`src/sv/gohm_pkg.sv`:
```
// Package for the grid occurrence heat map: operation codes, register indexes
// and the job record passed from front to back. No dependencies.
package gohm_pkg;

  typedef enum logic [1:0] {
    OP_RECORD = 2'd0,
    OP_READ   = 2'd1,
    OP_CLEAR  = 2'd2,
    OP_NONE   = 2'd3
  } op_t;

  localparam logic [2:0] REG_COLUMNS = 3'd0;
  localparam logic [2:0] REG_ROWS    = 3'd1;
  localparam logic [2:0] REG_CWIDTH  = 3'd2;
  localparam logic [2:0] REG_CHEIGHT = 3'd3;
  localparam logic [2:0] REG_TPOINT  = 3'd4;

  localparam logic [3:0] TP_NW = 4'd1, TP_N = 4'd2, TP_NE = 4'd3, TP_E = 4'd4;
  localparam logic [3:0] TP_SE = 4'd5, TP_S = 4'd6, TP_SW = 4'd7, TP_W = 4'd8;

  localparam int PALETTE_STEPS = 10;

  typedef struct packed {
    op_t         op;
    logic [3:0]  row;
    logic [3:0]  col;
  } job_t;

  typedef struct packed {
    logic [4:0]  cols;
    logic [4:0]  rows;
    logic [13:0] cw;
    logic [13:0] ch;
  } geom_t;

endpackage

```
`src/sv/gohm_front.sv`:
```
// Front part: takes commands, finds the grid cell of a record by iterative
// division, clamps read cells, and pushes jobs to the queue. Uses gohm_pkg.
module gohm_front (
  input  logic                clk,
  input  logic                rst_n,
  input  logic                start,
  output logic                busy,
  input  logic [1:0]          in_operation,
  input  logic [12:0]         in_box_left,
  input  logic [12:0]         in_box_top,
  input  logic [12:0]         in_box_width,
  input  logic [12:0]         in_box_height,
  input  logic [3:0]          in_read_row,
  input  logic [3:0]          in_read_column,
  input  gohm_pkg::geom_t     geom,
  input  logic [3:0]          test_point,
  input  logic                q_full,
  output logic                q_push,
  output gohm_pkg::job_t      q_data
);
  import gohm_pkg::*;

  typedef enum logic [1:0] {S_IDLE, S_DIV, S_PUSH} state_t;
  state_t      state_r;
  logic [13:0] xq_r, yq_r, xr_r, yr_r, xn_r, yn_r;
  logic [3:0]  cnt_r;
  job_t        job_r;

  logic [13:0] hw, hh, dx, dy;
  logic [13:0] x, y;
  always_comb begin
    hw = ({1'b0, in_box_width} + 14'd1) >> 1;
    hh = ({1'b0, in_box_height} + 14'd1) >> 1;
    case (test_point)
      TP_NW: begin dx = '0; dy = '0; end
      TP_N: begin dx = hw; dy = '0; end
      TP_NE: begin dx = {1'b0, in_box_width}; dy = '0; end
      TP_E: begin dx = {1'b0, in_box_width}; dy = hh; end
      TP_SE: begin dx = {1'b0, in_box_width}; dy = {1'b0, in_box_height}; end
      TP_S: begin dx = hw; dy = {1'b0, in_box_height}; end
      TP_SW: begin dx = '0; dy = {1'b0, in_box_height}; end
      TP_W: begin dx = '0; dy = hh; end
      default: begin dx = hw; dy = hh; end
    endcase
    x = {1'b0, in_box_left} + dx;
    y = {1'b0, in_box_top} + dy;
  end

  logic [13:0] cw, ch;
  logic [4:0]  cols, rows;
  assign cw = (geom.cw == '0) ? 14'd1 : geom.cw;
  assign ch = (geom.ch == '0) ? 14'd1 : geom.ch;
  assign cols = (geom.cols == '0) ? 5'd1 : (geom.cols > 5'd16 ? 5'd16 : geom.cols);
  assign rows = (geom.rows == '0) ? 5'd1 : (geom.rows > 5'd16 ? 5'd16 : geom.rows);

  logic [14:0] xt, yt;
  logic [4:0]  lastc, lastr;
  logic        fix_pend;
  assign xt = {xr_r, xn_r[13]};
  assign yt = {yr_r, yn_r[13]};
  assign lastc = cols - 5'd1;
  assign lastr = rows - 5'd1;
  assign fix_pend = (job_r.op == OP_RECORD) && (cnt_r == 4'd14);

  function automatic logic [3:0] clamp4(input logic [13:0] v, input logic [4:0] last);
    clamp4 = (v > {9'd0, last}) ? last[3:0] : v[3:0];
  endfunction

  assign busy = (state_r != S_IDLE);
  assign q_push = (state_r == S_PUSH) && !q_full && !fix_pend;
  assign q_data = job_r;

  always_ff @(posedge clk) begin
    if (!rst_n) begin
      state_r <= S_IDLE;
    end else begin
      case (state_r)
        S_IDLE: if (start) begin
          job_r.op <= op_t'(in_operation);
          if (op_t'(in_operation) == OP_RECORD) begin
            job_r.row <= '0;
            job_r.col <= '0;
            xn_r <= x; yn_r <= y; xr_r <= '0; yr_r <= '0;
            xq_r <= '0; yq_r <= '0; cnt_r <= '0;
            state_r <= S_DIV;
          end else begin
            if (op_t'(in_operation) == OP_READ) begin
              job_r.row <= clamp4({10'd0, in_read_row}, lastr);
              job_r.col <= clamp4({10'd0, in_read_column}, lastc);
            end else begin
              job_r.row <= '0;
              job_r.col <= '0;
            end
            state_r <= S_PUSH;
          end
        end
        S_DIV: begin
          xn_r <= xn_r << 1;
          yn_r <= yn_r << 1;
          if (xt >= {1'b0, cw}) begin
            xr_r <= 14'(xt - {1'b0, cw}); xq_r <= {xq_r[12:0], 1'b1};
          end else begin
            xr_r <= xt[13:0]; xq_r <= {xq_r[12:0], 1'b0};
          end
          if (yt >= {1'b0, ch}) begin
            yr_r <= 14'(yt - {1'b0, ch}); yq_r <= {yq_r[12:0], 1'b1};
          end else begin
            yr_r <= yt[13:0]; yq_r <= {yq_r[12:0], 1'b0};
          end
          cnt_r <= cnt_r + 4'd1;
          if (cnt_r == 4'd13) state_r <= S_PUSH;
        end
        S_PUSH: if (!q_full && !fix_pend) state_r <= S_IDLE;
        default: state_r <= S_IDLE;
      endcase
      if (state_r == S_PUSH && fix_pend) begin
        job_r.row <= clamp4(yq_r, lastr);
        job_r.col <= clamp4(xq_r, lastc);
        cnt_r <= 4'd15;
      end
    end
  end

  // keep the push off until the cell has been latched
  // (record jobs fix row/col while in PUSH, before the push goes out)
endmodule

```
`config.mk`:
```
export PLATFORM = sky130hd
export DESIGN_NAME = gohm_front
export DESIGN_NICKNAME = d
export VERILOG_FILES = /design/src/sv/gohm_pkg.sv /design/src/sv/gohm_front.sv
export SDC_FILE = /design/constraint.sdc
export NUM_CORES = 1
export LEC_CHECK = 0
export BUFFER_PORTS_ARGS = -buffer_cell sky130_fd_sc_hd__buf_2
export CAP_MARGIN = 30
export CORE_MARGIN = 3
export CORE_UTILIZATION = 55
export DETAILED_ROUTE_END_ITERATION = 16
export MAX_ROUTING_LAYER = met4
export PLACE_DENSITY = 0.74
export SYNTH_ARGS = -nofsm -noshare
export SYNTH_HDL_FRONTEND = slang
export SYNTH_SLANG_ARGS = --single-unit
```
`constraint.sdc`:
```
create_clock -name clk -period 8.4 [get_ports clk]
set_input_delay 1.68 -clock clk [delete_from_list [all_inputs] [get_ports clk]]
set_output_delay 1.68 -clock clk [all_outputs]
set_load 0.02 [all_outputs]
```
==> metrics <==
via count of the routed design=7444; largest net degree at the start of global routing=83; ratio of final minimum period to clock period=0.580; Arr. time, crit path=4.97 ns; Die Ht=131 microns; count of different cell masters after synthesis=65; mapped cell area=8640 sq um; count of nets left with antenna violations after detail routing=0; Avg Vias per Cell=5.84; number of inserted diodes=0; # port buffers=119; total detailed-routing wirelength=19.3 mm; slowest cell delay on critical path=0.83 ns; worst rel slew slack=0.281; max cap viols=0; total leakage power=3.92 nW; post-route insts no fill=1274; die extent in x=131 microns; top achievable clock speed=205 MHz; commonest cells after routing, fill and taps aside=buf_2, nand2_1, edfxtp_1, ha_1, o21ai_0; cell taking the most area after synthesis=edfxtp_1; critical path peak fanout=16; CP Data Required Time=8.50 ns; number of antenna violations at the first check in global routing=0; areal power density over the cells=139 nW/um^2; worst setup path category=input port to flip-flop; Worst Setup End Kind=flip-flop; master of the slowest instance on the critical path=o22ai_1; share of final-layout standard cells stronger than drive strength 1=0.159; Num CTS Buffers=9; top-level I/O count=120; CTS tree=yes; number of synthesized flops with an enable pin=98; Sinks on Clock Net=100; Yosys warnings=0; unrepaired setup endpoints after global routing=false; Synth Instances=959; asr flop ratio synth=0; effective utilization at floorplan=0.564; Min Clock Period, post-route=4.87 ns; Tot GR Track Use=0.232; number of global-route vias before repair=7023; filler instances=1377; Std-Cell Core Area=15300 sq um; wire length per cell after detailed routing=15.1 microns; post-synth net total=1148; worst hold margin=0.510 ns; CTS root buffer=clkbuf_16; remaining global-route overflow=0; Most used DFF post-synth=edfxtp_1; P&R area growth vs syn=11.9%; clock transition at the registers of the reported paths=0.07 ns; buffer count from post-CTS setup fixing=0; critical-path cell list=buf_2 -> nor2_1 -> mux2i_1 -> o22ai_1 -> o21ai_0 -> fa_1 -> a211o_1 -> o211ai_1 -> a211oi_1 -> o31ai_1 -> a2111o_1 -> nand3_1; placement row count=45; area of the die=17300 sq um; # resized after CTS=0; Yosys top cell area share=0.340; number of flip-flops and latches in the synthesized netlist=100; result of the run=completed; maximum count of clock buffers along a single path=2; Synth Area per Inst=9.01 sq um; half-perimeter wire length after detailed placement=14.2 mm; critical path launch point type=input port; HP Class=flip-flop to flip-flop; Final #Nets=1248; Placed Instances=1258; worst slack, placed=3.14 ns; cell type group with the largest total delay on the critical path=compound AO/OA/AOI/OAI gates; count of hold-fix buffers inserted at cts=0; H-tree levels=3; detailed router's first-iteration violation count=543; hold violation count in the final report=0; pin slew with the least headroom to its limit=1.08 ns; sequential area share after synthesis=0.345; wire length of the first global-routing pass=32.9 mm; Worst Setup Slack, final=3.53 ns; insertion delay of the later-clocked pin in the worst-skew pair=0.35 ns; max-slew violation total from the final report=0; drt drc=0; detailed-router iteration count before antenna repair=5; Post-Route Setup TNS=0 ns; most area-consuming cells after synthesis=edfxtp_1, ha_1, nand2_1; final weighted congestion in routability-driven placement=0.937; final setup skew=0.00756 ns; final-report setup violation count=0; post-route total power=1.35 mW; count of buffering cells on the critical path with inverters included=1; most common cell after layout, fill and taps aside=buf_2; maximum VDD drop=0.0000991 V
-- where the power goes --
part	total, mW	internal (mW)	switching [mW]	leakage (nW)
Combinational	0.374	0.163	0.211	2.86
Sequential	0.587	0.577	0.00944	0.930
Clock	0.387	0.198	0.188	0.127
Total	1.35	0.939	0.409	3.92
-- registers in the layout, indices dropped and copies added (netlist names) --
signal	flops
yn_r	14
xn_r	14
xq_r	14
yq_r	14
state_r	2
q_data	10
cnt_r	4
yr_r	14
xr_r	14
-- cell families after synthesis --
family          count (synthesis)  synth area share
buf+inv                        96            0.0443
mux                            32            0.0373
fa+ha+maj                      81             0.121
xor+xnor                       37            0.0375
simple gates                  359             0.211
compound gates                253             0.204
other cells                     1          0.000434
flops                         100             0.345
-- final timing paths --
| kind | depth (start not counted) | slack [ns] | start | end |
|---|---|---|---|---|
| max | 12 | 3.53 | test_point[2] | xn_r[12] |
| min | 2 | 0.51 | yn_r[0] | yn_r[1] |
| max reg2reg | 7 | 5.27 | xr_r[1] | xr_r[2] |
| min reg2reg | 2 | 0.51 | yn_r[0] | yn_r[1] |
-- metal layers --
metal | track usage | vias to the layer above | wire, microns | part of all wire
met1 | 0.324 | 3453 | 9470 | 0.49
met4 | 0.0688 | 0 | 265 | 0.014
met3 | 0.0245 | 24 | 806 | 0.042
met5 | - | - | 0 | 0
met2 | 0.360 | 197 | 8720 | 0.45
li1 | - | 3770 | - | -
-- worst reg2reg max path: stages, from the launching register on --
cell and delay, ns:
edfxtp_1 0.41, ha_1 0.39, o211ai_2 0.19, a21oi_2 0.08, o41a_1 0.39, a311o_2 0.44, a31oi_4 0.59, mux2_2 0.41
-- layout make-up --
cell class	instances	area, sq um	area share
Clock inverter	5	30.0	0.00310
Sequential cell	100	2980	0.308
Timing Repair Buffer	124	651	0.0672
Tap cell	211	264	0.0273
Inverter	61	230	0.0238
Multi-Input combinational cell	763	5290	0.547
Clock buffer	10	229	0.0237
-- synth_stat cells, drive strengths merged (19+ instances only) --
library cell,n
ha,77
mux2i,30
o211ai,19
a21oi,41
nor3,31
nor2,58
and2,32
o31ai,19
o21a,28
nor2b,25
nand2,99
clkbuf,32
edfxtp,98
nand3,33
o21ai,64
xnor2,23
inv,61
-- metrics by stage --
step / utilization / instance area, sq um
floorplan: - / 8640
global route: 0.632 / 9680
detailed placement: 0.614 / 9410
global placement: 0.612 / 9380
finish: 0.632 / 9680
CTS: 0.631 / 9670
Power figures use the tool's default switching activity.
