===== src/sv/gohm_pkg.sv =====
// Package for the grid occurrence heat map: operation codes, register indexes
// and the job record passed from front to back. No dependencies.
package gohm_pkg;

  typedef enum logic [1:0] {
    OP_RECORD = 2'd0,
    OP_READ   = 2'd1,
    OP_CLEAR  = 2'd2,
    OP_NONE   = 2'd3
  } op_t;

  localparam logic [2:0] REG_COLUMNS = 3'd0;
  localparam logic [2:0] REG_ROWS    = 3'd1;
  localparam logic [2:0] REG_CWIDTH  = 3'd2;
  localparam logic [2:0] REG_CHEIGHT = 3'd3;
  localparam logic [2:0] REG_TPOINT  = 3'd4;

  localparam logic [3:0] TP_NW = 4'd1, TP_N = 4'd2, TP_NE = 4'd3, TP_E = 4'd4;
  localparam logic [3:0] TP_SE = 4'd5, TP_S = 4'd6, TP_SW = 4'd7, TP_W = 4'd8;

  localparam int PALETTE_STEPS = 10;

  typedef struct packed {
    op_t         op;
    logic [3:0]  row;
    logic [3:0]  col;
  } job_t;

  typedef struct packed {
    logic [4:0]  cols;
    logic [4:0]  rows;
    logic [13:0] cw;
    logic [13:0] ch;
  } geom_t;

endpackage


===== src/sv/gohm_queue.sv =====
// Two-entry job queue between front and back. Uses gohm_pkg.
module gohm_queue (
  input  logic           clk,
  input  logic           rst_n,
  input  logic           push,
  input  gohm_pkg::job_t din,
  input  logic           pop,
  output logic           full,
  output logic           valid,
  output gohm_pkg::job_t dout
);
  import gohm_pkg::*;
  job_t       buf_r [2];
  logic       wp_r, rp_r;
  logic [1:0] n_r;
  assign full = (n_r == 2'd2);
  assign valid = (n_r != 2'd0);
  assign dout = buf_r[rp_r];
  always_ff @(posedge clk) begin
    if (push) buf_r[wp_r] <= din;
    if (!rst_n) begin
      wp_r <= 1'b0; rp_r <= 1'b0; n_r <= '0;
    end else begin
      if (push) wp_r <= ~wp_r;
      if (pop) rp_r <= ~rp_r;
      n_r <= n_r + 2'(push) - 2'(pop);
    end
  end
  assert property (@(posedge clk) disable iff (!rst_n) !(push && full))
    else $error("queue overflow");
  assert property (@(posedge clk) disable iff (!rst_n) !(pop && !valid))
    else $error("queue underflow");
  assert property (@(posedge clk) disable iff (!rst_n) n_r != 2'd3)
    else $error("bad fill");
endmodule


===== config.mk =====
export PLATFORM = sky130hd
export DESIGN_NAME = gohm_queue
export DESIGN_NICKNAME = d
export VERILOG_FILES = /design/src/sv/gohm_pkg.sv /design/src/sv/gohm_queue.sv
export SDC_FILE = /design/constraint.sdc
export NUM_CORES = 1
export LEC_CHECK = 0
export ABC_AREA = 0
export BUFFER_PORTS_ARGS = -buffer_cell sky130_fd_sc_hd__buf_4
export CAP_MARGIN = 25
export CORE_MARGIN = 3
export CORE_UTILIZATION = 40
export DETAILED_ROUTE_END_ITERATION = 8
export GPL_ROUTABILITY_DRIVEN = 0
export GPL_TIMING_DRIVEN = 0
export PLACE_DENSITY = 0.66
export SYNTH_ARGS = -nofsm -noshare
export SYNTH_HDL_FRONTEND = slang
export SYNTH_SLANG_ARGS = --single-unit

===== constraint.sdc =====
create_clock -name clk -period 1.9 [get_ports clk]
set_input_delay 0.19 -clock clk [delete_from_list [all_inputs] [get_ports clk]]
set_output_delay 0.19 -clock clk [all_outputs]
set_load 0.02 [all_outputs]

==> metrics, run 1 <==
Final Hold Fails 0; Critical-path top delay cell mux2_1; post-CTS setup buffer count 0; Seq/Total Area, Yosys 0.7407; Reg clk slew, reported paths 0.13 ns; Sink Count 25; pin count of the biggest net entering global routing 14; Setup Viol. Count Final 0; post-synth top area cell edfxtp_1; Synth Instances 52; crit path kind reg -> out; CP peak stage delay 0.36 ns; register bit total from synthesis 25; Synth top area share 0.6349; Slew Viols, Final 0; Ant. Diodes 0; CTS tree built; die area 2984 µm²; critical path cell sequence buf_2, mux2_1, buf_4; die width 54.63 µm; WL final 1.389 mm; ANT nets after route 0; placed cells 104; Final #Nets 98; CP endpoint kind output port; via density per instance 4.685; Setup Skew 0.005682 ns; CTS root buf clkbuf_4; YS warnings 0; I/O pins 26; status complete, no violations; Mapped Nets 68; unrepaired setup endpoints after global routing false; Tot Pwr 1.086 mW; Fin Hold WS 0.05240 ns; grt ovf 0; DP Area 1167 µm²; pwr dens 910.2 nW/µm²; CTS buffer count 3; post-CTS sizing 0; DRT iter0 DRCs 2; row count 16; setup total negative slack 0 ns; final instance area 1194 µm²; mapped cell area 945.9 µm²; worst-margin pin slew 0.9884 ns; Tmin final 1.599 ns; Syn Area/Cell 18.19 µm²; vias in the first global route 527; CTS max path bufs 2; Core Area 2102 µm²; Area contributors post-synth edfxtp_1, mux2_1, dfxtp_1; drt pass-1 iters 2; P&R area growth vs syn 26.19%; Max VDD drop 470.0 µV; WP data arrival 1.41 ns; Crit Path Max Fanout 10; Buf+Inv Stages, Crit Path 2; proportion of layout cells with a drive suffix above 1 0.3580; # DRC 0; relative slew slack 0.3397; hold crit path type in -> reg; routed length per placed instance 12.86 µm; period utilisation layout 0.8417; hold buffer count at CTS 0; die height 54.63 µm; count of cell types in the netlist 12; via count 506; Final Non-Filler Cells 108; Data required, critical path 1.71 ns; Worst setup SP type flip-flop; Initial Utilization 0.4500; first-pass GRT wire length 2.166 mm; clock latency on the worst-skew pair 0.31 ns; htree depth 1; Leakage 0.4766 nW; Crit path max-delay family buffers and inverters; Fmax achieved 625.3 MHz; initial antenna violation count 0; IO buf count 25; max_cap viols 0; Total GRT Usage 0.1091
cell usage after synthesis:
library cell and instances:
edfxtp_1 20, xor2_1 1, ha_1 2, xnor3_1 1, or2_1 1, buf_2 1, nor2b_1 4, mux2_1 10
and2_1 4, dfxtp_1 5, inv_1 2, o21a_1 1
report_power, final:
group | internal (mW) | switching [mW] | leakage (nW)
combinational | 0.111 | 0.103 | 0.232
clock | 0.0820 | 0.146 | 0.0150
sequential | 0.631 | 0.0135 | 0.229
per-stage QoR:
| stage | utilization | worst slack (ns) |
|---|---|---|
| after floorplan | - | 0.7048 |
| after global placement | 0.5554 | 0.4234 |
| after detailed placement | 0.5554 | 0.3952 |
| after CTS | 0.5679 | 0.2799 |
| after global routing | 0.5679 | 0.2196 |
| final | 0.5679 | 0.3007 |
cells in the final DEF, fill, tap and decap left out:
cell,n
or2_1,1
inv_1,2
buf_2,1
o21a_1,1
edfxtp_1,20
clkbuf_1,1
xor2_1,1
clkbuf_4,3
buf_4,25
and2_1,4
mux2_1,10
ha_1,2
nor2b_1,4
xnor3_1,1
dfxtp_1,5
cell type report:
type / count / area (µm²)
plain buffers: 1 / 5.005
clock buffers: 4 / 26.28
fillers: 179 / 908.4
inverters: 2 / 7.507
multi-input cells: 24 / 232.7
flip-flops and latches: 25 / 700.7
well taps: 27 / 33.78
repair buffers: 25 / 187.7
sequential cells by signal, summed over array words and instances (netlist names), named ones only:
signal  flops
n_r         2
rp_r        1
buf_r      20
wp_r        1
routing by layer:
metal,global-route usage,routed length [µm],part of all wire,vias to the layer above
met4,0.07469,25,0.018,0
met2,0.1969,724,0.52,15
met1,0.1092,565,0.41,241
met3,0.02452,73,0.053,4
met5,0,0,0,-
li1,-,-,-,246
path summary, 6_finish.rpt:
check	cells past startpoint	end	startpoint	slack [ns]
max reg2reg	1	buf_r[0][6]	wp_r	0.43
min reg2reg	2	flip-flop	rp_r	0.61
min	1	buf_r[1][5]	din[5]	0.05
max	3	dout[0]	flip-flop	0.30
logic make-up after synthesis:
| group | Yosys count | share of synthesized area |
|---|---|---|
| mux | 10 | 0.1190 |
| flops | 25 | 0.7407 |
| fa+ha+maj | 2 | 0.02645 |
| buf+inv | 3 | 0.01323 |
| compound gates | 1 | 0.007939 |
| simple gates | 9 | 0.05952 |
| xor+xnor | 2 | 0.03307 |
Power figures use the tool's default switching activity.
==> run 2, diff against run 1 <==
Settings changed: ABC_AREA 0 to 1, PLACE_DENSITY 0.66 to 0.68.
Clock period 1.9 ns to 1.42 ns, I/O delays scaled along.
==> run 2 against run 1 <==
Effect of this change: cell count grew 22%; count of clock-buffer cells in the layout is the same; first-iteration DRC count grew to 6.5 times the previous value; total power grew 36%; sequential share of layout area shrank 8.2 points; clock skew shrank 0.0048 ns; design area grew 16%; critical path type unchanged.
==> metrics, run 2 <==
Fin Hold WS 0.03740 ns; Ant. Diodes 0; CP peak stage delay 0.38 ns; Mapped Nets 80; Post-synth EDFFs 20; die width 55.68 µm; FILL cells 190; grt ovf 0; Top Registers buf_r (20), n_r (2); Data required, critical path 1.28 ns; period utilisation layout 0.9946; RR Endpoint n_r[1]; htree depth 1; Critical-path top delay cell dfxtp_2; max FFs per register 20; worst slack, placed 0.04835 ns; hold crit path type in -> reg; Area contributors post-synth edfxtp_1, mux2_4, dfxtp_1; CP most frequent cell buf_6; asr flop ratio synth 0; drt pass-1 iters 4; Fmax achieved 708.1 MHz; most flop-heavy register buf_r; crit path kind reg -> out; CTS max path bufs 2; Slew Viols, Final 0; routed length per placed instance 11.97 µm; most frequent cell after synthesis edfxtp_1; Reg2Reg Depth 8; FF-to-FF setup slack 0.10 ns; row count 17; Syn Area/Cell 15.42 µm²; Max VDD drop 828.2 µV; CTS tree built; vias in the first global route 539; clock latency on the worst-skew pair 0.30 ns; CTS root buf clkbuf_4; Worst setup SP type flip-flop; critical path cell sequence buf_6, mux2_4, buf_6; max_cap viols 0; mapped cell area 987.2 µm²; Final Non-Filler Cells 132; relative slew slack 0.6389; DRT iter0 DRCs 13; WL final 1.580 mm; Main synth FF type edfxtp_1; die height 55.68 µm; CP endpoint kind output port; ANT nets after route 0; WP data arrival 1.27 ns; Synth Instances 64; status complete, no violations; initial antenna violation count 0; Leakage 0.6039 nW; Switch Pwr 0.3583 mW; most common cell after layout, fill and taps aside edfxtp_1; r2r startpoint n_r[0]; pin count of the biggest net entering global routing 14; top post-synthesis cells by count edfxtp_1, mux2_4, nand2_1, nor2_1, inv_1; Final #Nets 121; sw frac 0.2422; worst-margin pin slew 0.5411 ns; YS warnings 0; Internal 1.121 mW; first-pass GRT wire length 2.352 mm; post-CTS setup buffer count 0; unrepaired setup endpoints after global routing true; Critical Path End dout[9]; register bit total from synthesis 25; Setup Skew 0.0008543 ns; Reg area 701.9 µm²; Final Hold Fails 0; Core Area 2276 µm²; Clock Power Share 0.206; post-synth top area cell edfxtp_1; Seq/Total Area, Yosys 0.7098; CTS buffer count 3; Final Worst Setup Slack 0.007694 ns; placed cells 117; Crit Path Max Fanout 5; Synth top area share 0.6084; P&R area growth vs syn 40.68%; most frequent cells in the layout edfxtp_1, buf_4, buf_6; area of the multi-input gates 251.5 µm²; IO buf count 25; Total GRT Usage 0.1011; Logic pwr share 0.215; die area 3100 µm²; Tmin final 1.412 ns; proportion of layout cells with a drive suffix above 1 0.4038; count of cell types in the netlist 10; via density per instance 4.492; Sink Count 25; # DRC 0; pwr dens 1065 nW/µm²; Setup Viol. Count Final 0; Sequential Power Share 0.579; I/O pins 26; Reg clk slew, reported paths 0.13 ns; Post-DP HPWL 1.064 mm; setup total negative slack 0 ns; via count 593; Initial Utilization 0.4338
run 2: power groups by stage:
stage	combinational (mW)	sequential, mW	clock (mW)
final	0.318	0.857	0.305
after global routing	0.340	0.862	0.346
after CTS	0.298	0.858	0.315
after detailed placement	0.273	0.872	0
after global placement	0.266	0.869	0
after floorplan	0.166	0.868	0
run 2: worst max-delay path: cells and delay by family (launching register included):
family | cells | cell delay [ns]
multiplexers | 1 | 0.31
buffers and inverters | 2 | 0.27
flip-flops | 1 | 0.38
run 2: how the worst min path moves through the flow:
stage | from | cells past startpoint | endpoint | slack [ns]
global route | rst_n | 3 | n_r[0] | 0.05
CTS | din[2] | 1 | buf_r[0][2] | 0.001
finish | rst_n | 3 | n_r[0] | 0.04
floorplan | rst_n | 2 | n_r[0] | 0.24
global placement | din[0] | 1 | buf_r[1][0] | 0.33
detailed placement | din[1] | 1 | buf_r[0][1] | 0.33
run 2: through the flow:
| stage | cell area, µm² | utilization | total power [mW] |
|---|---|---|---|
| after floorplan | 987.2 | - | 1.034 |
| after global placement | 1210 | 0.5316 | 1.135 |
| after detailed placement | 1210 | 0.5316 | 1.145 |
| after CTS | 1286 | 0.5651 | 1.471 |
| after global routing | 1389 | 0.6102 | 1.548 |
| final | 1389 | 0.6102 | 1.479 |
run 2: cell type report:
class,count,share of cell area
clock buffers,4,0.01892
repair buffers,36,0.2423
inverters,7,0.01892
multi-input cells,31,0.1811
flip-flops and latches,25,0.5054
plain buffers,1,0.008108
well taps,28,0.02523
run 2: metal layers:
metal | wire length, µm | GRT usage
met5 | 0 | 0
met4 | 10 | 0.06250
met3 | 84 | 0.02784
met2 | 743 | 0.1672
met1 | 740 | 0.1148
run 2: what timing repair did:
item	in CTS	in global routing
hold buffers	0	10
endpoints found under the setup margin	10	20
hold endpoints to repair	0	20
gates cloned	1	0
resized for setup	13	1
run 2: cells by family after synthesis:
group | Yosys count | synth area share
flip-flops | 25 | 0.7098
AND/OR/NAND/NOR | 18 | 0.06970
buffers and inverters | 8 | 0.03803
multiplexers | 10 | 0.1521
AO/OA/AOI/OAI | 1 | 0.005065
adder cells (fa/ha/maj) | 2 | 0.02534
==> run 3, diff against run 2 <==
--- a/config.mk
+++ b/config.mk
@@ -11,3 +11,3 @@
 export CORE_MARGIN = 3
-export CORE_UTILIZATION = 40
+export CORE_UTILIZATION = 45
 export DETAILED_ROUTE_END_ITERATION = 8
@@ -15,3 +15,3 @@
 export GPL_TIMING_DRIVEN = 0
-export PLACE_DENSITY = 0.68
+export PLACE_DENSITY = 0.75
 export SYNTH_ARGS = -nofsm -noshare
--- a/constraint.sdc
+++ b/constraint.sdc
@@ -3,2 +3,2 @@
 set_output_delay 0.142 -clock clk [all_outputs]
-set_load 0.02 [all_outputs]
+set_load 0.1 [all_outputs]
==> run 3 against run 2 <==
Effect of this change: the run now ends with negative setup slack left; die area down 10%; non-clock buffer count is 1 higher; sequential power hardly changed; wire length rose by 12%; sequential share of layout area fell by 3.4 points; largest power group unchanged.
==> metrics, run 3 (same netlist as run 2, synthesis figures left out) <==
vias in the first global route 567; Worst setup SP type flip-flop; setup total negative slack -0.1404 ns; RR Endpoint n_r[1]; WL final 1.773 mm; hold crit path type in -> reg; pwr dens 1190 nW/µm²; Buf+Inv Stages, Crit Path 2; Critical-path top delay cell dfxtp_2; Tmin final 1.438 ns; worst-margin pin slew 0.5099 ns; Crit path max-delay family flip-flops; max_cap viols 0; WP data arrival 1.30 ns; period utilisation layout 1.013; Setup Viol. Count Final 10; via count 610; row count 16; Initial Utilization 0.4882; worst slack, placed 0.05197 ns; routed length per placed instance 13.43 µm; Reg clk slew, reported paths 0.13 ns; htree depth 1; Ant. Diodes 0; r2r startpoint n_r[0]; Core Area 2022 µm²; die area 2792 µm²; drt pass-1 iters 4; Tot Pwr 1.775 mW; Top Registers buf_r (20), n_r (2); relative slew slack 0.6597; FILL cells 116; Post-DP HPWL 1.008 mm; die width 52.84 µm; grt ovf 0; CP endpoint kind output port; critical path cell sequence buf_6, mux2_4, buf_12; most flop-heavy register buf_r; Reg2Reg Depth 8; max FFs per register 20; IO buf count 25; pin count of the biggest net entering global routing 15; most common cell after layout, fill and taps aside edfxtp_1; Crit Path Max Fanout 5; initial antenna violation count 0; Fin Hold WS 0.03618 ns; CTS max path bufs 2; proportion of layout cells with a drive suffix above 1 0.4476; Final Worst Setup Slack -0.01791 ns; most frequent cells in the layout edfxtp_1, buf_4, mux2_4, dlygate4sd3_1, buf_12; CTS tree built; failing checks negative setup slack; CTS root buf clkbuf_4; first-pass GRT wire length 2.449 mm; I/O pins 26; Reg area 703.2 µm²; FF-to-FF setup slack 0.15 ns; number of cells on the critical path 3; Data required, critical path 1.28 ns; Final #Nets 122; Sink Count 25; via density per instance 4.621; worst hold stages 3; area of the multi-input gates 257.7 µm²; P&R area growth vs syn 51.08%; die height 52.84 µm; fin util 0.7376; Leakage 0.6456 nW; DRT iter0 DRCs 13; clock latency on the worst-skew pair 0.31 ns; unrepaired setup endpoints after global routing true; Total GRT Usage 0.1297; ANT nets after route 0; Slew Viols, Final 0; Setup Skew 0.006599 ns; CP peak stage delay 0.37 ns; Final Hold Fails 0; status finished with violations; Fmax achieved 695.5 MHz; Critical Path End dout[8]; Max VDD drop 804.1 µV; CTS buffer count 3; # DRC 0; crit path kind reg -> out
[run 3: changes by cell type in the layout (fill, tap and decap cells not counted)]
cell,before,now
buf_12,0,10
buf_6,12,2
a21oi_1,1,0
a21oi_2,0,1
buf_4,15,16
clkbuf_1,1,0
clkinv_2,0,1
dfxtp_1,4,3
dfxtp_2,1,2
nor2_1,7,6
nor2_2,1,2
[run 3: repair_timing]
action | CTS | global route
hold endpoints to repair | 0 | 20
gates cloned | 1 | 0
hold buffers | 0 | 10
buffers inserted | 0 | 1
resized for setup | 33 | 3
setup endpoints to repair | 10 | 21
[run 3: routing by layer]
metal	up-vias	track usage	wire length, µm
li1	300	-	-
met1	292	0.1375	658
met2	16	0.2397	1039
met3	2	0.02564	61
met4	0	0.06383	13
met5	-	0	0
[run 3: metrics by stage]
step / area, µm² / instances
floorplan: 989.7 / 64
global placement: 1211 / 116
detailed placement: 1211 / 116
CTS: 1376 / 121
global route: 1491 / 132
finish: 1491 / 132
[run 3: how the worst min path moves through the flow]
| stage | from | end | slack [ns] |
|---|---|---|---|
| final | rst_n | n_r[0] | 0.04 |
| after global routing | rst_n | n_r[0] | 0.05 |
| after CTS | din[2] | buf_r[1][2] | 0.007 |
| after detailed placement | din[6] | buf_r[1][6] | 0.33 |
| after global placement | din[0] | buf_r[0][0] | 0.33 |
| after floorplan | rst_n | n_r[0] | 0.24 |
[run 3: tightest hold or removal path, delay by kind of cell]
kind | cells | cell delay, ns
buffers and inverters | 2 | 0.14
AND/OR/NAND/NOR | 1 | 0.04
[run 3: layout make-up]
cell class                      instances  share of cell area
Inverter                                7             0.01762
Buffer                                  1            0.007550
Tap cell                               27             0.02265
Sequential cell                        25              0.4715
Clock buffer                            3             0.01510
Clock inverter                          1            0.003356
Timing Repair Buffer                   37              0.2894
Multi-Input combinational cell         31              0.1728
[run 3: power breakdown]
part	internal, mW	total, mW	switching, mW
Clock	0.105	0.299	0.194
Combinational	0.230	0.619	0.389
Sequential	0.842	0.858	0.0165
